File: src/esp_frame_region_tagger_assert.svh
// assertion macros shared by the frame region tagger rtl
`ifndef ESP_FRAME_REGION_TAGGER_ASSERT_SVH
`define ESP_FRAME_REGION_TAGGER_ASSERT_SVH

// same-cycle implication, sampled on clk, off while in reset
`define ESP_FRT_ASSERT_NOW(label, ante, cons) \
	label: assert property (@(posedge clk) disable iff (!arst_n) (ante) |-> (cons)) \
		else $error("esp frame region tagger: check failed");

// next-cycle implication, sampled on clk, off while in reset
`define ESP_FRT_ASSERT_NEXT(label, ante, cons) \
	label: assert property (@(posedge clk) disable iff (!arst_n) (ante) |=> (cons)) \
		else $error("esp frame region tagger: check failed");

`endif

File: src/esp_frt_pkg.sv
// constants and code types for the esp frame region tagger
package esp_frt_pkg;

	// default width of the frame position and length state
	localparam int LENGTH_WIDTH_DEF = 16;

	// region sizes in bytes
	localparam int ETH_LEN  = 14;
	localparam int IP_LEN   = 20;
	localparam int ESPH_LEN = 8;
	localparam int IV_LEN   = 8;
	localparam int TRL_LEN  = 2;
	localparam int ICV_LEN  = 16;

	// region start positions and the shortest legal frame
	localparam int IP_START   = ETH_LEN;
	localparam int ESPH_START = IP_START + IP_LEN;
	localparam int IV_START   = ESPH_START + ESPH_LEN;
	localparam int PAY_START  = IV_START + IV_LEN;
	localparam int TAIL_LEN   = TRL_LEN + ICV_LEN;
	localparam int FIXED_LEN  = PAY_START + TAIL_LEN;

	// ip version nibble values
	localparam logic [3:0] IPV4_VERSION = 4'd4;
	localparam logic [3:0] IPV6_VERSION = 4'd6;

	// field widths
	localparam int DATA_W   = 8;
	localparam int LEN_W    = 16;
	localparam int OFFSET_W = 16;

	typedef enum logic [2:0] {
		REG_ETH   = 3'd0,
		REG_IP    = 3'd1,
		REG_ESPH  = 3'd2,
		REG_IV    = 3'd3,
		REG_PAY   = 3'd4,
		REG_TRL   = 3'd5,
		REG_ICV   = 3'd6,
		REG_OTHER = 3'd7
	} region_t;

	typedef enum logic [1:0] {
		ST_OK     = 2'd0,
		ST_BADVER = 2'd1,
		ST_IPV6   = 2'd2,
		ST_SHORT  = 2'd3
	} status_t;

endpackage

File: src/esp_frame_region_tagger.sv
// esp frame region tagger: tags each frame byte with its region and offset
// A byte moves from the input register to the result register, which drives the output.
// One byte per cycle unless stalled; position, length, status update in one stage.
// A full result register with the output stalled holds the input stage too.
// Reset (arst_n low, asynchronous) empties both stages and clears position,
// length, payload end and status to zero / ok.
`include "esp_frame_region_tagger_assert.svh"

module esp_frame_region_tagger #(
	parameter int LENGTH_WIDTH = esp_frt_pkg::LENGTH_WIDTH_DEF
) (
	input  logic        clk,
	input  logic        arst_n,
	// byte channel
	input  logic        byte_valid,
	output logic        byte_stall,
	input  logic [7:0]  data_byte,
	input  logic        frame_start,
	input  logic [15:0] frame_length,
	// tag channel
	output logic        tag_valid,
	input  logic        tag_stall,
	output logic [2:0]  region,
	output logic [15:0] region_offset,
	output logic [1:0]  status
);
	import esp_frt_pkg::*;

	localparam int LW = LENGTH_WIDTH;
	localparam logic [LW-1:0] C_IP_START   = LW'(IP_START);
	localparam logic [LW-1:0] C_ESPH_START = LW'(ESPH_START);
	localparam logic [LW-1:0] C_IV_START   = LW'(IV_START);
	localparam logic [LW-1:0] C_PAY_START  = LW'(PAY_START);
	localparam logic [LW-1:0] C_TRL_LEN    = LW'(TRL_LEN);
	localparam logic [LW-1:0] C_TAIL_LEN   = LW'(TAIL_LEN);
	localparam logic [LW-1:0] C_FIXED_LEN  = LW'(FIXED_LEN);

	// input stage
	logic              valid_s1;
	logic [DATA_W-1:0] data_s1;
	logic              start_s1;
	logic [LEN_W-1:0]  length_s1;

	// result stage
	logic                valid_s2;
	region_t             region_s2;
	logic [OFFSET_W-1:0] offset_s2;
	status_t             status_s2;

	// per-frame state
	logic [LW-1:0] pos_q;
	logic [LW-1:0] pend_q;
	logic [LW-1:0] total_q;
	status_t       status_q;

	logic advance;
	logic load_s1;

	// handshake: result register frees when empty or taken
	assign advance    = valid_s1 && (!valid_s2 || !tag_stall);
	assign byte_stall = valid_s1 && !advance;
	assign load_s1    = byte_valid && !byte_stall;

	// input register
	always_ff @(posedge clk or negedge arst_n) begin
		if (!arst_n) begin
			valid_s1 <= 1'b0;
		end else if (load_s1) begin
			valid_s1 <= 1'b1;
		end else if (advance) begin
			valid_s1 <= 1'b0;
		end
	end

	always_ff @(posedge clk) begin
		if (load_s1) begin
			data_s1   <= data_byte;
			start_s1  <= frame_start;
			length_s1 <= frame_length;
		end
	end

	// frame context for this byte
	logic [LW-1:0] len_in;
	logic [LW-1:0] pos;
	logic [LW-1:0] total;
	logic [LW-1:0] pend;
	status_t       st_head;
	status_t       st_next;
	region_t       reg_next;
	logic [LW-1:0] off_next;
	logic [LW-1:0] pos_next;

	assign len_in = LW'(length_s1);

	always_comb begin
		if (start_s1) begin
			pos   = '0;
			total = len_in;
			if (len_in < C_FIXED_LEN) begin
				st_head = ST_SHORT;
				pend    = '0;
			end else begin
				st_head = ST_OK;
				pend    = len_in - C_TAIL_LEN;
			end
		end else begin
			pos     = pos_q;
			total   = total_q;
			pend    = pend_q;
			st_head = status_q;
		end
	end

	// ip version check on the first ip header byte
	always_comb begin
		st_next = st_head;
		if (st_head == ST_OK && pos == C_IP_START) begin
			if (data_s1[7:4] == IPV6_VERSION) begin
				st_next = ST_IPV6;
			end else if (data_s1[7:4] != IPV4_VERSION) begin
				st_next = ST_BADVER;
			end
		end
	end

	// region decode and offset
	always_comb begin
		reg_next = REG_OTHER;
		off_next = '0;
		if (st_next == ST_OK && pos < total) begin
			if (pos < C_IP_START) begin
				reg_next = REG_ETH;
				off_next = pos;
			end else if (pos < C_ESPH_START) begin
				reg_next = REG_IP;
				off_next = pos - C_IP_START;
			end else if (pos < C_IV_START) begin
				reg_next = REG_ESPH;
				off_next = pos - C_ESPH_START;
			end else if (pos < C_PAY_START) begin
				reg_next = REG_IV;
				off_next = pos - C_IV_START;
			end else if (pos < pend) begin
				reg_next = REG_PAY;
				off_next = pos - C_PAY_START;
			end else if (pos < pend + C_TRL_LEN) begin
				reg_next = REG_TRL;
				off_next = pos - pend;
			end else begin
				reg_next = REG_ICV;
				off_next = pos - pend - C_TRL_LEN;
			end
		end
	end

	// saturating position count
	assign pos_next = (pos == '1) ? pos : pos + 1'b1;

	// frame state update
	always_ff @(posedge clk or negedge arst_n) begin
		if (!arst_n) begin
			pos_q    <= '0;
			pend_q   <= '0;
			total_q  <= '0;
			status_q <= ST_OK;
		end else if (advance) begin
			pos_q    <= pos_next;
			pend_q   <= pend;
			total_q  <= total;
			status_q <= st_next;
		end
	end

	// result register
	always_ff @(posedge clk or negedge arst_n) begin
		if (!arst_n) begin
			valid_s2 <= 1'b0;
		end else if (advance) begin
			valid_s2 <= 1'b1;
		end else if (!tag_stall) begin
			valid_s2 <= 1'b0;
		end
	end

	always_ff @(posedge clk) begin
		if (advance) begin
			region_s2 <= reg_next;
			offset_s2 <= OFFSET_W'(off_next);
			status_s2 <= st_next;
		end
	end

	assign tag_valid     = valid_s2;
	assign region        = region_s2;
	assign region_offset = offset_s2;
	assign status        = status_s2;

	// checks
	`ESP_FRT_ASSERT_NOW(a_other_zero_offset, valid_s2 && region_s2 == REG_OTHER, offset_s2 == '0)
	`ESP_FRT_ASSERT_NOW(a_tagged_means_ok, valid_s2 && region_s2 != REG_OTHER, status_s2 == ST_OK)
	`ESP_FRT_ASSERT_NOW(a_eth_offset_range, valid_s2 && region_s2 == REG_ETH, offset_s2 < OFFSET_W'(ETH_LEN))
	`ESP_FRT_ASSERT_NOW(a_stall_only_when_held, byte_stall, valid_s1 && valid_s2 && tag_stall)
	`ESP_FRT_ASSERT_NEXT(a_advance_fills_result, advance, valid_s2)

endmodule

File: config.mk
export PLATFORM = sky130hd
export DESIGN_NAME = esp_frame_region_tagger
export DESIGN_NICKNAME = d
export VERILOG_FILES = /design/src/esp_frt_pkg.sv /design/src/esp_frame_region_tagger.sv
export VERILOG_INCLUDE_DIRS = /design/src /design/src/src
export SDC_FILE = /design/constraint.sdc
export NUM_CORES = 1
export LEC_CHECK = 0
export BUFFER_PORTS_ARGS = -buffer_cell sky130_fd_sc_hd__buf_2
export CAP_MARGIN = 20
export CORE_MARGIN = 2
export CORE_UTILIZATION = 55
export CTS_CLUSTER_DIAMETER = 60
export CTS_CLUSTER_SIZE = 8
export DETAILED_ROUTE_END_ITERATION = 10
export HOLD_SLACK_MARGIN = 0.06
export PLACE_DENSITY_LB_ADDON = 0.3
export SLEW_MARGIN = 25
export SYNTH_ARGS = -nofsm -noshare
export SYNTH_HDL_FRONTEND = slang
export SYNTH_SLANG_ARGS = --single-unit
File: constraint.sdc
create_clock -name clk -period 8.1 [get_ports clk]
set_clock_uncertainty 0.2 [all_clocks]
set_input_delay 1.215 -clock clk [delete_from_list [all_inputs] [get_ports clk]]
set_output_delay 1.215 -clock clk [all_outputs]
set_load 0.005 [all_outputs]
# Word-level counts from Yosys, hierarchy flattened
# Cells that the tools add are included.
[classes]
add_sub_neg = 9
reduce_logical = 13
muxes = 26
eq_ne = 5
magnitude_cmp = 8
[ops]
columns = ["op", "n"]
rows = [
  ["two-way mux 16 bit", 11],
  ["less-than comparator 16 bit", 3],
  ["less-than comparator 16 x 6 -> 1 bit (second input constant)", 3],
  ["subtractor 16 x 6 -> 16 bit (second input constant)", 3],
  ["adder 16 x 1 -> 16 bit (second input constant)", 1],
  ["adder 16 x 2 -> 16 bit (second input constant)", 1],
  ["== test 16 bit (second input constant)", 1],
  ["== test 16 x 4 -> 1 bit (second input constant)", 1],
  ["less-than comparator 16 x 4 -> 1 bit (second input constant)", 1],
  ["less-than comparator 16 x 7 -> 1 bit (second input constant)", 1],
  ["subtractor 16 bit", 1],
  ["subtractor 16 x 2 -> 16 bit (second input constant)", 1],
  ["subtractor 16 x 4 -> 16 bit (second input constant)", 1],
  ["subtractor 16 x 5 -> 16 bit (second input constant)", 1],
  ["two-way mux 2 bit", 7],
  ["two-way mux 3 bit", 4],
  ["logical AND 1 bit", 5],
  ["== test 4 x 3 -> 1 bit (second input constant)", 1],
  ["logical NOT 1 bit", 4],
  ["logical NOT 2 bit", 2],
  ["two-way mux 1 bit", 4],
  ["inequality test 4 x 3 -> 1 bit (second input constant)", 1],
  ["inequality test 2 x 1 -> 1 bit (second input constant)", 1],
  ["nonzero test 2 bit", 1],
  ["logical OR 1 bit", 1],
]
[totals]
register_bits = 98
in_bits = 29
word_cells = 73
output_inout_bits = 23

# Logic depth before layout (Yosys ltp)
# Gate-level depths: netlist (run 1).
[logic_depth]
word_depth = 11
ltp_mapped = 23
depth_no_buf = 21

# Least setup slack after synthesis (run 1)
# No wires, ideal clock.
[synth_timing]
path_type = "flip-flop to flip-flop"
start = "reg start_s1"
end = "reg offset_s2[15], in the netlist region_offset[15], data pin"
slack_ps = 2754
stages_incl_launch_ff = 23
period_less_slack_ps = 5346
arrival_ps = 4978
path_buffers = 5
path_cell_list = "edfxtp_1 > buf_2 > buf_1 > clkbuf_1 > clkbuf_1 > clkbuf_1 > mux2i_1 > inv_1 > ha_1 > nand2_1 > nor4_4 > and4bb_1 > xor2_1 > ha_1 > and4_1 > o211ai_1 > a31o_2 > a32oi_1 > and4_1 > nand2b_1 > nor4b_4 > xnor2_1 > a221oi_2"
[synth_via]
elab_chain_len = 9
word_cells_on_any_way = 32
[synth_rtl]
columns = ["item", "line", "text"]
rows = [
  ["from (decl)", "esp_frame_region_tagger.sv:41", "logic start_s1;"],
  ["from (signal assigned)", "esp_frame_region_tagger.sv:78", "start_s1 <= frame_start;"],
  ["two-way mux 16 bit *", "esp_frame_region_tagger.sv:97", "if (start_s1) begin"],
  ["net pend[2]", "esp_frame_region_tagger.sv:87", "logic [LW-1:0] pend;"],
  ["subtractor 16 bit / adder 16 x 2 -> 16 bit (equally long branches)", "esp_frame_region_tagger.sv:149, esp_frame_region_tagger.sv:152, esp_frame_region_tagger.sv:147", ""],
  ["subtractor 16 x 2 -> 16 bit / less-than comparator 16 bit (equally long branches)", "esp_frame_region_tagger.sv:152, esp_frame_region_tagger.sv:147", ""],
  ["two-way mux 16 bit", "esp_frame_region_tagger.sv:147", "end else if (pos < pend + C_TRL_LEN) begin"],
  ["two-way mux 16 bit *", "esp_frame_region_tagger.sv:144", "end else if (pos < pend) begin"],
  ["two-way mux 16 bit *", "esp_frame_region_tagger.sv:141", "end else if (pos < C_PAY_START) begin"],
  ["two-way mux 16 bit *", "esp_frame_region_tagger.sv:138", "end else if (pos < C_IV_START) begin"],
  ["two-way mux 16 bit *", "esp_frame_region_tagger.sv:135", "end else if (pos < C_ESPH_START) begin"],
  ["two-way mux 16 bit *", "esp_frame_region_tagger.sv:132", "if (pos < C_IP_START) begin"],
  ["to (signal assigned)", "esp_frame_region_tagger.sv:189", "offset_s2 <= OFFSET_W'(off_next);"],
  ["to (decl)", "esp_frame_region_tagger.sv:47", "logic [OFFSET_W-1:0] offset_s2;"],
]
# Mark *: on every way through the listed nets, which the timed path passes. The rest lies on a longest branch.
# A chain may end at the register's enable or synchronous reset.

# Final worst setup path (run 1)
[layout_timing]
start = "reg length_s1[10], in the netlist len_in[10]"
end = "reg offset_s2[15], in the netlist region_offset[15], data pin"
[layout_via]
elab_chain_len = 11
word_cells_on_any_way = 26
[layout_rtl]
columns = ["item", "line", "text"]
rows = [
  ["from (decl)", "esp_frame_region_tagger.sv:42", "logic [LEN_W-1:0] length_s1;"],
  ["from (signal assigned)", "esp_frame_region_tagger.sv:79", "length_s1 <= frame_length;"],
  ["less-than comparator 16 x 7 -> 1 bit *", "esp_frame_region_tagger.sv:100", "if (len_in < C_FIXED_LEN) begin"],
  ["two-way mux 16 bit *", "esp_frame_region_tagger.sv:100", ""],
  ["two-way mux 16 bit *", "esp_frame_region_tagger.sv:97", ""],
  ["net pend[1]", "esp_frame_region_tagger.sv:87", ""],
  ["subtractor 16 bit / adder 16 x 2 -> 16 bit (equally long branches)", "esp_frame_region_tagger.sv:149, esp_frame_region_tagger.sv:152, esp_frame_region_tagger.sv:147", ""],
  ["subtractor 16 x 2 -> 16 bit / less-than comparator 16 bit (equally long branches)", "esp_frame_region_tagger.sv:152, esp_frame_region_tagger.sv:147", ""],
  ["two-way mux 16 bit", "esp_frame_region_tagger.sv:147", ""],
  ["two-way mux 16 bit *", "esp_frame_region_tagger.sv:144", ""],
  ["two-way mux 16 bit *", "esp_frame_region_tagger.sv:141", ""],
  ["two-way mux 16 bit *", "esp_frame_region_tagger.sv:138", ""],
  ["two-way mux 16 bit *", "esp_frame_region_tagger.sv:135", ""],
  ["two-way mux 16 bit *", "esp_frame_region_tagger.sv:132", ""],
]
# Marked as above.

==> summary.txt, run 1 <==
Finish
  – Layout Area Growth over Synthesis: 9.40%
  – Commonest cells after routing, fill and taps aside: nand2_1, nor2_1, ha_1, dfrtp_1
  – Number of antenna diodes: 0
  – Fin area: 7790 sq um
  – Final Non-Filler Cells: 988
  – Ratio of cells with drive above 1 in the final layout: 0.120
  – Most common cell after layout, fill and taps aside: nand2_1
  – Util after Layout: 0.617
  – Final net count: 894

Yosys
  – Synthesized area: 7120 sq um
  – Yosys warns: 0
  – Asr flop ratio synth: 0.553
  – Sequential element share of the synthesized area: 0.360
  – FF+latch count, synth: 94
  – Syn_area_per_cell: 9.14 sq um
  – Post-synth EDFFs: 42
  – Syn Inst Count: 779
  – Syn nets: 862
  – Post-synth top flop: dfrtp_1
  – Synth unique cells: 77

Critical path
  – Slowest CP cell: or4_1
  – R2r worst-path depth: 21
  – CP Launch Type: flip-flop
  – Worst path bufs/invs: 1
  – RR Startpoint: len_in[10]$_DFFE_PP_
  – Crit path cell chain: or4_1, nor3_1, and3_1, nor3_1, a21oi_1, inv_1, ha_1, nand2_1, nor4_4, and4bb_1, xor2_1, ha_1, and4_1, o211ai_1, a31o_2, a32oi_1, and4_1, nand2b_1, nor4b_4, xnor2_1, a221oi_2
  – Crit Path Max Fanout: 15
  – WS Path Type: reg2reg
  – R2r setup slk: 2.00 ns
  – Largest delay share family, worst path: simple AND/OR/NAND/NOR gates
  – Required @ worst endpoint: 8.07 ns
  – Crit Reg-Reg Endpoint: region_offset[15]$_SDFFCE_PN0P_
  – CP endpoint kind: flip-flop
  – Crit path largest cell delay: 0.59 ns
  – Arr. time, crit path: 6.07 ns

Detailed routing
  – Wire per inst: 17.8 microns
  – DR vias: 5,989
  – First-pass detailed-route iteration total: 5
  – Antenna-violating nets left: 0
  – Post-route DRC: 0
  – Detailed Route WL: 17.6 mm
  – DR iter-0 viols: 593
  – Via density: 6.06

Timing
  – RSZ-0062 raised after global routing: false
  – Setup violations, final: 0
  – Worst Tran Pin Value: 1.03 ns
  – Period utilization: 0.754
  – Crit path time final: 6.10 ns
  – Hold slack: 0.280 ns
  – Fin. max-slew vios: 0
  – Fmax: 164 MHz
  – Setup tns final: 0 ns
  – Worst Slack Setup Final: 2.00 ns
  – Slew HR: 0.310
  – Final Hold Vio Count: 0

Floorplanning
  – Die height: 118 microns
  – # IOs: 52
  – Die width: 118 microns
  – Cell Rows: 41
  – Initial Util: 0.564
  – Die area: 13,900 sq um
  – Core ar.: 12,600 sq um

Min path
  – HP Start: pend_q[6]$_DFFE_PN0P_
  – Worst hold-check path type: reg2reg
  – Hold path cells: 2
  – Hold EP: pend_q[6]$_DFFE_PN0P_

Clocking
  – Clock transition at path regs: 0.07 ns
  – Post-CTS Setup Bufs: 0
  – Total CTS buffers: 9
  – Skew-Pair Late Insertion Delay: 0.35 ns
  – CTS max path bufs: 2
  – H-tree Lvls: 3
  – Clock root buffer: clkbuf_16
  – Clk sinks: 94
  – Resize count post-CTS: 0
  – TritonCTS clock tree: done
  – # hold bufs at CTS: 0

Power
  – Pwr per Cell Area: 192 nW/um^2
  – Worst VDD drop: 0.000151 V
  – Final Power: 1.50 mW
  – Leak pwr: 3.38 nW

GRT
  – Busiest layer in global routing: met2
  – Vias in the first global route: 5,705
  – First-pass GRT wire length: 28.8 mm
  – Met1 Track Usage GR: 0.340
  – GRT overflow: 0
  – Gr usage total: 0.260
  – Met3 GRT Util: 0.0528
  – Met2 GRT Util: 0.410
  – Initial antenna violation count: 0
  – Largest net degree at the start of global routing: 53

Run status
  – Status: completed

Placed design
  – Final HPWL DP: 13.0 mm
  – Pre-CTS WS: 2.02 ns
  – # port buffers: 47
  – Placed cells: 972
  – Global placement routability congestion: 0.892
  – Dpl cell area: 7480 sq um

Run
  – # Max-Cap Violations: 0
logic make-up after synthesis:
| family | after synthesis | synth area share |
|---|---|---|
| AOI/OAI and AO/OA | 185 | 0.175 |
| xor gates and xnor gates | 71 | 0.0884 |
| adders and majority gates | 54 | 0.0970 |
| buffers and inverters | 52 | 0.0283 |
| DFF | 94 | 0.360 |
| muxes | 28 | 0.0408 |
| and+or+nand+nor | 295 | 0.210 |
synthesized netlist by cell type, types with 8 or more instances:
library cell | instances | area [sq um]
nand2_1 | 99 | 372
nor2_1 | 62 | 233
dfrtp_1 | 52 | 1300
ha_1 | 52 | 651
o21ai_0 | 47 | 235
a21oi_1 | 43 | 215
edfxtp_1 | 42 | 1260
xnor2_1 | 41 | 359
xor2_1 | 29 | 254
clkbuf_1 | 21 | 78.8
nand3_1 | 21 | 105
mux2i_1 | 20 | 200
inv_1 | 19 | 71.3
nor2b_1 | 19 | 119
nor3_1 | 19 | 95.1
a211oi_1 | 12 | 90.1
a21o_1 | 11 | 82.6
nand2b_1 | 11 | 68.8
and3_1 | 10 | 62.6
a31oi_1 | 9 | 56.3
mux2_2 | 8 | 90.1
or3_1 | 8 | 50.1
flip-flops by register name, summed over array words and instances, names as in the netlist, 2 cells and up:
| name | count |
|---|---|
| region | 3 |
| data_s1 | 4 |
| total_q | 16 |
| len_in | 16 |
| pos_q | 16 |
| status_q | 2 |
| status | 2 |
| region_offset | 16 |
| pend_q | 16 |
worst reg2reg max path, stage by stage, from the launching register on:
cell and delay, ns:
edfxtp_1 0.46, or4_1 0.59, nor3_1 0.28, and3_1 0.59, nor3_1 0.09, a21oi_1 0.26
inv_1 0.17, ha_1 0.24, nand2_1 0.18, nor4_4 0.08, and4bb_1 0.25, xor2_1 0.15
ha_1 0.31, and4_1 0.26, o211ai_1 0.12, a31o_2 0.25, a32oi_1 0.30, and4_1 0.35
nand2b_1 0.12, nor4b_4 0.25, xnor2_1 0.15, a221oi_2 0.29
area by class of cell:
class,instances,area (sq um)
fillers,1073,4830
repair buffers,52,273
well taps,172,215
inverters,21,78.8
clock buffers,11,243
flip-flops and latches,94,2560
clock inverters,5,58.8
multi-input cells,633,4360
worst max path at each step:
stage	depth (start not counted)	start	slack, ns	to
finish	21	len_in[10]$_DFFE_PP_	2.00	region_offset[15]$_SDFFCE_PN0P_
CTS	21	len_in[10]$_DFFE_PP_	2.00	region_offset[15]$_SDFFCE_PN0P_
detailed placement	21	len_in[10]$_DFFE_PP_	2.02	region_offset[15]$_SDFFCE_PN0P_
global route	21	len_in[10]$_DFFE_PP_	1.51	region_offset[15]$_SDFFCE_PN0P_
floorplan	22	start_s1$_DFFE_PP_	2.75	region_offset[15]$_SDFFCE_PN0P_
global placement	15	len_in[10]$_DFFE_PP_	2.18	region_offset[2]$_SDFFCE_PN0P_
where the power goes:
| group | total (mW) | internal [mW] | switching [mW] |
|---|---|---|---|
| registers | 0.611 | 0.569 | 0.0419 |
| logic | 0.454 | 0.185 | 0.270 |
| clock network | 0.430 | 0.248 | 0.182 |
metal layers:
metal  wire, microns  vias up
li1                -     2902
met1            7620     2821
met2            8080      221
met3            1210       45
met4             682        0
met5               0        -
(Power assumes the default switching activity.)
==> run 2: changes to the inputs <==
- ABC_AREA: default -> 1
- clock period: 8.1 -> 5.12 ns (I/O delays scaled with it)
==> summary.txt, run 2 <==
Finish
  – Number of antenna diodes: 0 (unchanged)
  – Fin area: 8280 sq um (+6.3%)
  – Final Non-Filler Cells: 1,268 (+28%)
  – Ratio of cells with drive above 1 in the final layout: 0.118 (-0.00197)
  – Most common cell after layout, fill and taps aside: nand2_1
  – Commonest cells after routing, fill and taps aside: nand2_1, inv_1, nor2_1
  – Final net count: 1,170 (+31%)
  – Layout Area Growth over Synthesis: 10.1%
  – Filler Cells Inserted: 1,222 (+14%)

Power
  – Logic pwr share: 0.320 (+0.016)
  – Net switching power of the design: 0.853 mW (+73%)
  – Pwr per Cell Area: 293 nW/um^2 (+53%)
  – Leak pwr: 4.04 nW (+19%)
  – Worst VDD drop: 0.000280 V (+86%)
  – Sequential share of power: 0.400 (-0.009)
  – Clock share of power: 0.281 (-0.006)
  – Net Sw Frac: 0.352 (+0.0215)
  – P_int: 1.57 mW (+57%)

Timing
  – Period utilization: 0.905 (+0.152)
  – Fin. max-slew vios: 0 (unchanged)
  – Hold slack: 0.281 ns (+0.000669 ns)
  – Final Hold Vio Count: 0 (unchanged)
  – Fmax: 216 MHz (+32%)
  – Setup violations, final: 0 (unchanged)
  – Slew HR: 0.512 (+0.202)
  – Crit path time final: 4.64 ns (-1.47 ns)
  – Worst Tran Pin Value: 0.732 ns (-0.301 ns)
  – Worst Slack Setup Final: 0.485 ns (-1.51 ns)
  – Setup tns final: 0 ns (unchanged)
  – RSZ-0062 raised after global routing: false

Yosys
  – Post-synth EDFFs: 42 (unchanged)
  – Top cell type by total area after synthesis: dfrtp_1
  – Syn nets: 1,117 (+30%)
  – Syn_area_per_cell: 7.27 sq um (-20%)
  – FF+latch count, synth: 94 (unchanged)
  – Share of the synthesized area in the top cell type: 0.173 (-0.00973)
  – Syn Inst Count: 1,034 (+33%)
  – Sequential element share of the synthesized area: 0.341 (-0.0192)
  – Count leader, synth: nand2_1
  – Synth unique cells: 53 (-31%)
  – Synth cell count leaders: nand2_1, inv_1, nor2_1
  – Asr flop ratio synth: 0.553 (unchanged)
  – Synthesized area: 7520 sq um (+5.6%)
  – Post-synth top flop: dfrtp_1
  – Area contributors post-synth: dfrtp_1, edfxtp_1, nand2_1, ha_1, inv_1
  – Yosys warns: 0 (unchanged)

Floorplanning
  – Initial Util: 0.566 (+0.00145)
  – # IOs: 52 (unchanged)
  – Die area: 14,600 sq um (+5.4%)
  – Cell Rows: 42 (+2.4%)
  – Die width: 121 microns (+2.7%)
  – Core ar.: 13,300 sq um (+5.4%)
  – Die height: 121 microns (+2.7%)

Detailed routing
  – Antenna-violating nets left: 0 (unchanged)
  – DR vias: 6,818 (+14%)
  – First-pass detailed-route iteration total: 6 (+1)
  – DR iter-0 viols: 597 (+0.67%)
  – Detailed Route WL: 18.3 mm (+4.2%)
  – Via density: 5.38 (-11%)
  – Post-route DRC: 0 (unchanged)
  – Wire per inst: 14.5 microns (-19%)

Clocking
  – Clock root buffer: clkbuf_16
  – Skew-Pair Late Insertion Delay: 0.36 ns (about the same)
  – Total CTS buffers: 9 (unchanged)
  – CTS max path bufs: 2 (unchanged)
  – H-tree Lvls: 3 (unchanged)
  – Clk sinks: 94 (unchanged)
  – Clock transition at path regs: 0.06 ns (about the same)
  – TritonCTS clock tree: done

Placed design
  – Global placement routability congestion: 0.937 (+5.0%)
  – Placed cells: 1,252 (+29%)
  – Dpl cell area: 7980 sq um (+6.6%)
  – Final HPWL DP: 14.1 mm (+8.3%)
  – Pre-CTS WS: 0.552 ns (-1.47 ns)
  – # port buffers: 47 (unchanged)

Critical path
  – RR Startpoint: len_in[7]$_DFFE_PP_
  – Largest delay share family, worst path: simple AND/OR/NAND/NOR gates
  – Worst path bufs/invs: 4 (+3)
  – CP endpoint kind: flip-flop
  – R2r setup slk: 0.48 ns (-1.51 ns)
  – CP Launch Type: flip-flop
  – Most frequent cell on the critical path: nand2_1
  – Arr. time, crit path: 4.64 ns (-1.43 ns)
  – Crit path largest cell delay: 0.39 ns (-0.20 ns)
  – WS Path Type: reg2reg
  – Required @ worst endpoint: 5.13 ns (-2.94 ns)
  – Launch point of the critical path: len_in[7]$_DFFE_PP_
  – Crit Path Max Fanout: 9 (-6)
  – Slowest CP cell: edfxtp_1

GRT
  – First-pass GRT wire length: 30.3 mm (+5.2%)
  – Vias in the first global route: 6,318 (+11%)
  – GRT overflow: 0 (unchanged)
  – Gr usage total: 0.265 (+0.00452)
  – Initial antenna violation count: 0 (unchanged)
  – Largest net degree at the start of global routing: 53 (unchanged)

Min path
  – HP Start: total_q[12]$_DFFE_PN0P_
  – Worst hold-check path type: reg2reg

Run status
  – Status: completed

Run
  – # Max-Cap Violations: 0 (unchanged)
==> run 2: cell count changes after synthesis, sizes merged, moves of 19 or more <==
cell / before / now
xnor2: 42 / 11
nor2: 62 / 108
o21ai: 49 / 77
mux2i: 20 / 1
nand2: 99 / 271
nand3: 21 / 70
nor2b: 19 / 0
inv: 20 / 156
==> run 2: repair_timing <==
item,CTS,global route
buffers inserted,0,0
hold buffers,0,0
gates resized for setup,0,1
setup endpoints to repair,0,1
==> run 2: final timing paths <==
check,endpoint,cells after the start
setup / recovery,region_offset[13]$_SDFFCE_PN0P_,27
hold / removal,total_q[12]$_DFFE_PN0P_,2
setup reg to reg,region_offset[13]$_SDFFCE_PN0P_,27
hold reg to reg,total_q[12]$_DFFE_PN0P_,2
max in group asynchronous,total_q[13]$_DFFE_PN0P_,2
min in group asynchronous,pos_q[5]$_DFFE_PN0P_,2
==> run 2: cell type report <==
class                           instances  area, sq um  share of cell area
Tap cell                              176          220              0.0266
Multi-Input combinational cell        763         4250               0.514
Sequential cell                        94         2560               0.309
Clock buffer                           11          243              0.0293
Timing Repair Buffer                   63          355              0.0429
Clock inverter                          5         57.6             0.00695
Inverter                              156          591              0.0713
==> run 2: cells by family (layout without fill, tap and decap cells) <==
kind of cell,count (synthesis),in the layout,share of synthesized area
xor gates and xnor gates,46,46,0.0536
muxes,1,1,0.00133
buffers and inverters,177,235,0.0937
and+or+nand+nor,502,502,0.300
adders and majority gates,54,54,0.0918
AOI/OAI and AO/OA,160,160,0.119
DFF,94,94,0.341
==> run 2: metrics by stage <==
| step | util | power [mW] |
|---|---|---|
| 3_3_place_gp | 0.600 | 1.72 |
| 4_1_cts | 0.623 | 2.44 |
| 6_report | 0.623 | 2.43 |
| 2_1_floorplan | - | 1.54 |
| 3_5_place_dp | 0.600 | 1.74 |
| 5_1_grt | 0.623 | 2.59 |
==> run 2: power by group through the flow <==
stage / Sequential [mW] / Clock [mW] / Combinational [mW]
after floorplan: 0.973 / 0 / 0.565
after global placement: 0.977 / 0 / 0.747
after detailed placement: 0.983 / 0 / 0.761
after CTS: 0.970 / 0.694 / 0.773
after global routing: 0.982 / 0.722 / 0.882
final: 0.970 / 0.680 / 0.775
==> run 2: per-layer routing <==
metal	GRT usage	vias up	routed length, microns
met5	0	-	0
li1	-	3479	-
met3	0.0465	38	943
met1	0.362	3092	8430
met4	0.0894	0	450
met2	0.426	209	8520
==> run 2: worst register-to-register path, stage by stage (launching register included) <==
cell	delay (ns)
edfxtp_1	0.39
inv_1	0.11
nand4_1	0.12
inv_1	0.08
nand3b_4	0.10
nand2_4	0.11
nand2_1	0.09
nand2_1	0.15
inv_1	0.22
ha_1	0.21
nand4_1	0.20
nor2_1	0.27
nand3_1	0.14
xor2_1	0.17
ha_1	0.30
nand2_1	0.09
nor3_1	0.28
a21oi_1	0.11
buf_4	0.17
nor2_2	0.26
nand4_1	0.19
nand2_1	0.13
nand2_1	0.06
nand2_1	0.08
nand2_1	0.05
nand2_1	0.06
nand2_1	0.05
a21oi_1	0.13
==> run 3: changes to the inputs <==
- GPL_TIMING_DRIVEN: default -> 0
==> summary.txt, run 3 (synthesized netlist as in run 2, its figures left out) <==
Clocking
  – TritonCTS clock tree: done
  – Total CTS buffers: 9 (unchanged)
  – Clock root buffer: clkbuf_16
  – CTS max path bufs: 2 (unchanged)
  – H-tree Lvls: 3 (unchanged)
  – Skew-Pair Late Insertion Delay: 0.36 ns (about the same)
  – Clk sinks: 94 (unchanged)
  – # hold bufs at CTS: 0 (unchanged)
  – Clock transition at path regs: 0.07 ns (about the same)

Timing
  – Setup violations, final: 0 (unchanged)
  – Worst Tran Pin Value: 0.883 ns (+0.151 ns)
  – Final Hold Vio Count: 0 (unchanged)
  – Period utilization: 0.923 (+0.0174)
  – Slew HR: 0.409 (-0.102)
  – Fmax: 212 MHz (-1.9%)
  – Fin. max-slew vios: 0 (unchanged)
  – Crit path time final: 4.72 ns (+0.0892 ns)
  – Setup tns final: 0 ns (unchanged)
  – Worst Slack Setup Final: 0.396 ns (-0.0892 ns)

Run status
  – Status: completed

Placed design
  – Global placement routability congestion: 0.945 (+0.92%)
  – Placed cells: 1,257 (+0.40%)
  – Pre-CTS WS: 0.121 ns (-0.431 ns)
  – Final HPWL DP: 14.4 mm (+2.1%)
  – # port buffers: 47 (unchanged)

Detailed routing
  – Via density: 5.51 (+2.4%)
  – Post-route DRC: 0 (unchanged)
  – Detailed Route WL: 18.7 mm (+2.2%)
  – DR iter-0 viols: 588 (-1.5%)
  – Antenna-violating nets left: 0 (unchanged)
  – DR vias: 7,010 (+2.8%)
  – Wire per inst: 14.7 microns (+1.8%)
  – First-pass detailed-route iteration total: 6 (unchanged)

Floorplanning
  – Initial Util: 0.566 (unchanged)
  – # IOs: 52 (unchanged)
  – Die height: 121 microns (unchanged)
  – Die width: 121 microns (unchanged)
  – Core ar.: 13,300 sq um (unchanged)
  – Die area: 14,600 sq um (unchanged)
  – Cell Rows: 42 (unchanged)

Critical path
  – CP Launch Type: flip-flop
  – WS Path Type: reg2reg
  – R2r worst-path depth: 26 (-3.7%)
  – Crit Reg-Reg Endpoint: region_offset[13]$_SDFFCE_PN0P_
  – Setup crit end: region_offset[13]$_SDFFCE_PN0P_
  – Required @ worst endpoint: 5.04 ns (-0.09 ns)
  – CP endpoint kind: flip-flop
  – R2r setup slk: 0.40 ns (-0.09 ns)
  – RR Startpoint: start_s1$_DFFE_PP_
  – Arr. time, crit path: 4.64 ns (about the same)
  – Launch point of the critical path: start_s1$_DFFE_PP_
  – Crit Path Max Fanout: 10 (+1)

Power
  – Sequential share of power: 0.400 (about the same)
  – Pwr per Cell Area: 293 nW/um^2 (about the same)
  – Net Sw Frac: 0.357 (+0.00579)
  – Worst VDD drop: 0.000305 V (+8.9%)
  – Net switching power of the design: 0.866 mW (+1.6%)
  – Leak pwr: 4.01 nW (-0.68%)
  – P_int: 1.56 mW (-0.92%)
  – Logic pwr share: 0.321 (about the same)
  – Clock share of power: 0.279 (-0.002)

Finish
  – Final Non-Filler Cells: 1,273 (+0.39%)
  – Layout Area Growth over Synthesis: 10.1% (about the same)
  – Final net count: 1,175 (+0.43%)
  – Most common cell after layout, fill and taps aside: nand2_1
  – Commonest cells after routing, fill and taps aside: nand2_1, inv_1, nor2_1
  – Ratio of cells with drive above 1 in the final layout: 0.112 (-0.00601)
  – Number of antenna diodes: 0 (unchanged)

GRT
  – Largest net degree at the start of global routing: 53 (unchanged)
  – GRT overflow: 0 (unchanged)
  – First-pass GRT wire length: 31.3 mm (+3.0%)
  – Initial antenna violation count: 0 (unchanged)
  – Gr usage total: 0.274 (+0.00867)
  – Vias in the first global route: 6,397 (+1.3%)

Min path
  – Worst hold-check path type: in2async

Run
  – # Max-Cap Violations: 0 (unchanged)
## run 3: cell types whose count changed in the layout (fill, tap and decap cells not counted), moves of 3 or more
cell	delta
buf_6	+3
buf_4	-13
buf_2	+3
clkbuf_1	+11
## run 3: critical path, stage by stage, from the launching register on
cell and delay, ns:
edfxtp_1 0.46, buf_6 0.19, buf_6 0.16, buf_2 0.19, nand2_1 0.11, nand2_1 0.19
inv_1 0.23, ha_1 0.22, nand4_1 0.20, nor2_1 0.25, nand3_1 0.12, xor2_1 0.16
ha_1 0.30, nand2_1 0.12, a21oi_1 0.06, nor3_2 0.19, nand2_1 0.10, a21oi_2 0.29
nor2_2 0.15, nand4_1 0.13, nand2_1 0.08, nand2_1 0.07, nand2_1 0.06, nand2_1 0.06
nand2_1 0.05, nand2_1 0.05, a21oi_1 0.06
## run 3: power groups by stage
stage | Sequential (mW) | Clock, mW | Combinational, mW
global placement | 0.977 | 0 | 0.749
CTS | 0.969 | 0.685 | 0.772
floorplan | 0.973 | 0 | 0.565
detailed placement | 0.982 | 0 | 0.765
global route | 0.982 | 0.716 | 0.888
finish | 0.970 | 0.676 | 0.779
## run 3: layout make-up
| cell class | instances | area (sq um) |
|---|---|---|
| well taps | 176 | 220 |
| multi-input cells | 763 | 4260 |
| clock buffers | 11 | 233 |
| inverters | 156 | 591 |
| flip-flops and latches | 94 | 2560 |
| repair buffers | 47 | 238 |
| plain buffers | 21 | 115 |
| fillers | 1226 | 5010 |
| clock inverters | 5 | 60.1 |
## run 3: through the flow
stage	power, mW	cell area [sq um]	hold slack [ns]	utilization
4_1_cts	2.43	8270	0.261	0.622
2_1_floorplan	1.54	7520	0.244	-
5_1_grt	2.59	8280	0.289	0.623
3_3_place_gp	1.73	7980	0.258	0.600
6_report	2.42	8280	0.239	0.623
3_5_place_dp	1.75	7980	0.260	0.600
## run 3: repair_timing
item / 4_1_cts / 5_1_grt
gates resized for setup: 0 / 2
buffers inserted: 0 / 0
endpoints found under the setup margin: 0 / 7
## run 3: how the worst min path moves through the flow
stage	startpoint	to	slack, ns	cells past startpoint
CTS	arst_n	pos_q[5]$_DFFE_PN0P_	0.26	1
global route	arst_n	pos_q[5]$_DFFE_PN0P_	0.29	1
floorplan	status_q[1]$_DFFE_PN0P_	status_q[1]$_DFFE_PN0P_	0.24	2
finish	arst_n	pos_q[5]$_DFFE_PN0P_	0.24	1
detailed placement	status_q[1]$_DFFE_PN0P_	status_q[1]$_DFFE_PN0P_	0.26	2
global placement	status_q[1]$_DFFE_PN0P_	status_q[1]$_DFFE_PN0P_	0.26	2
## run 3: layer usage
metal	GRT usage	up-vias	part of all wire
met1	0.377	3207	0.45
met2	0.436	268	0.45
met5	0	-	0
met3	0.0399	32	0.072
li1	-	3503	-
met4	0.105	0	0.028
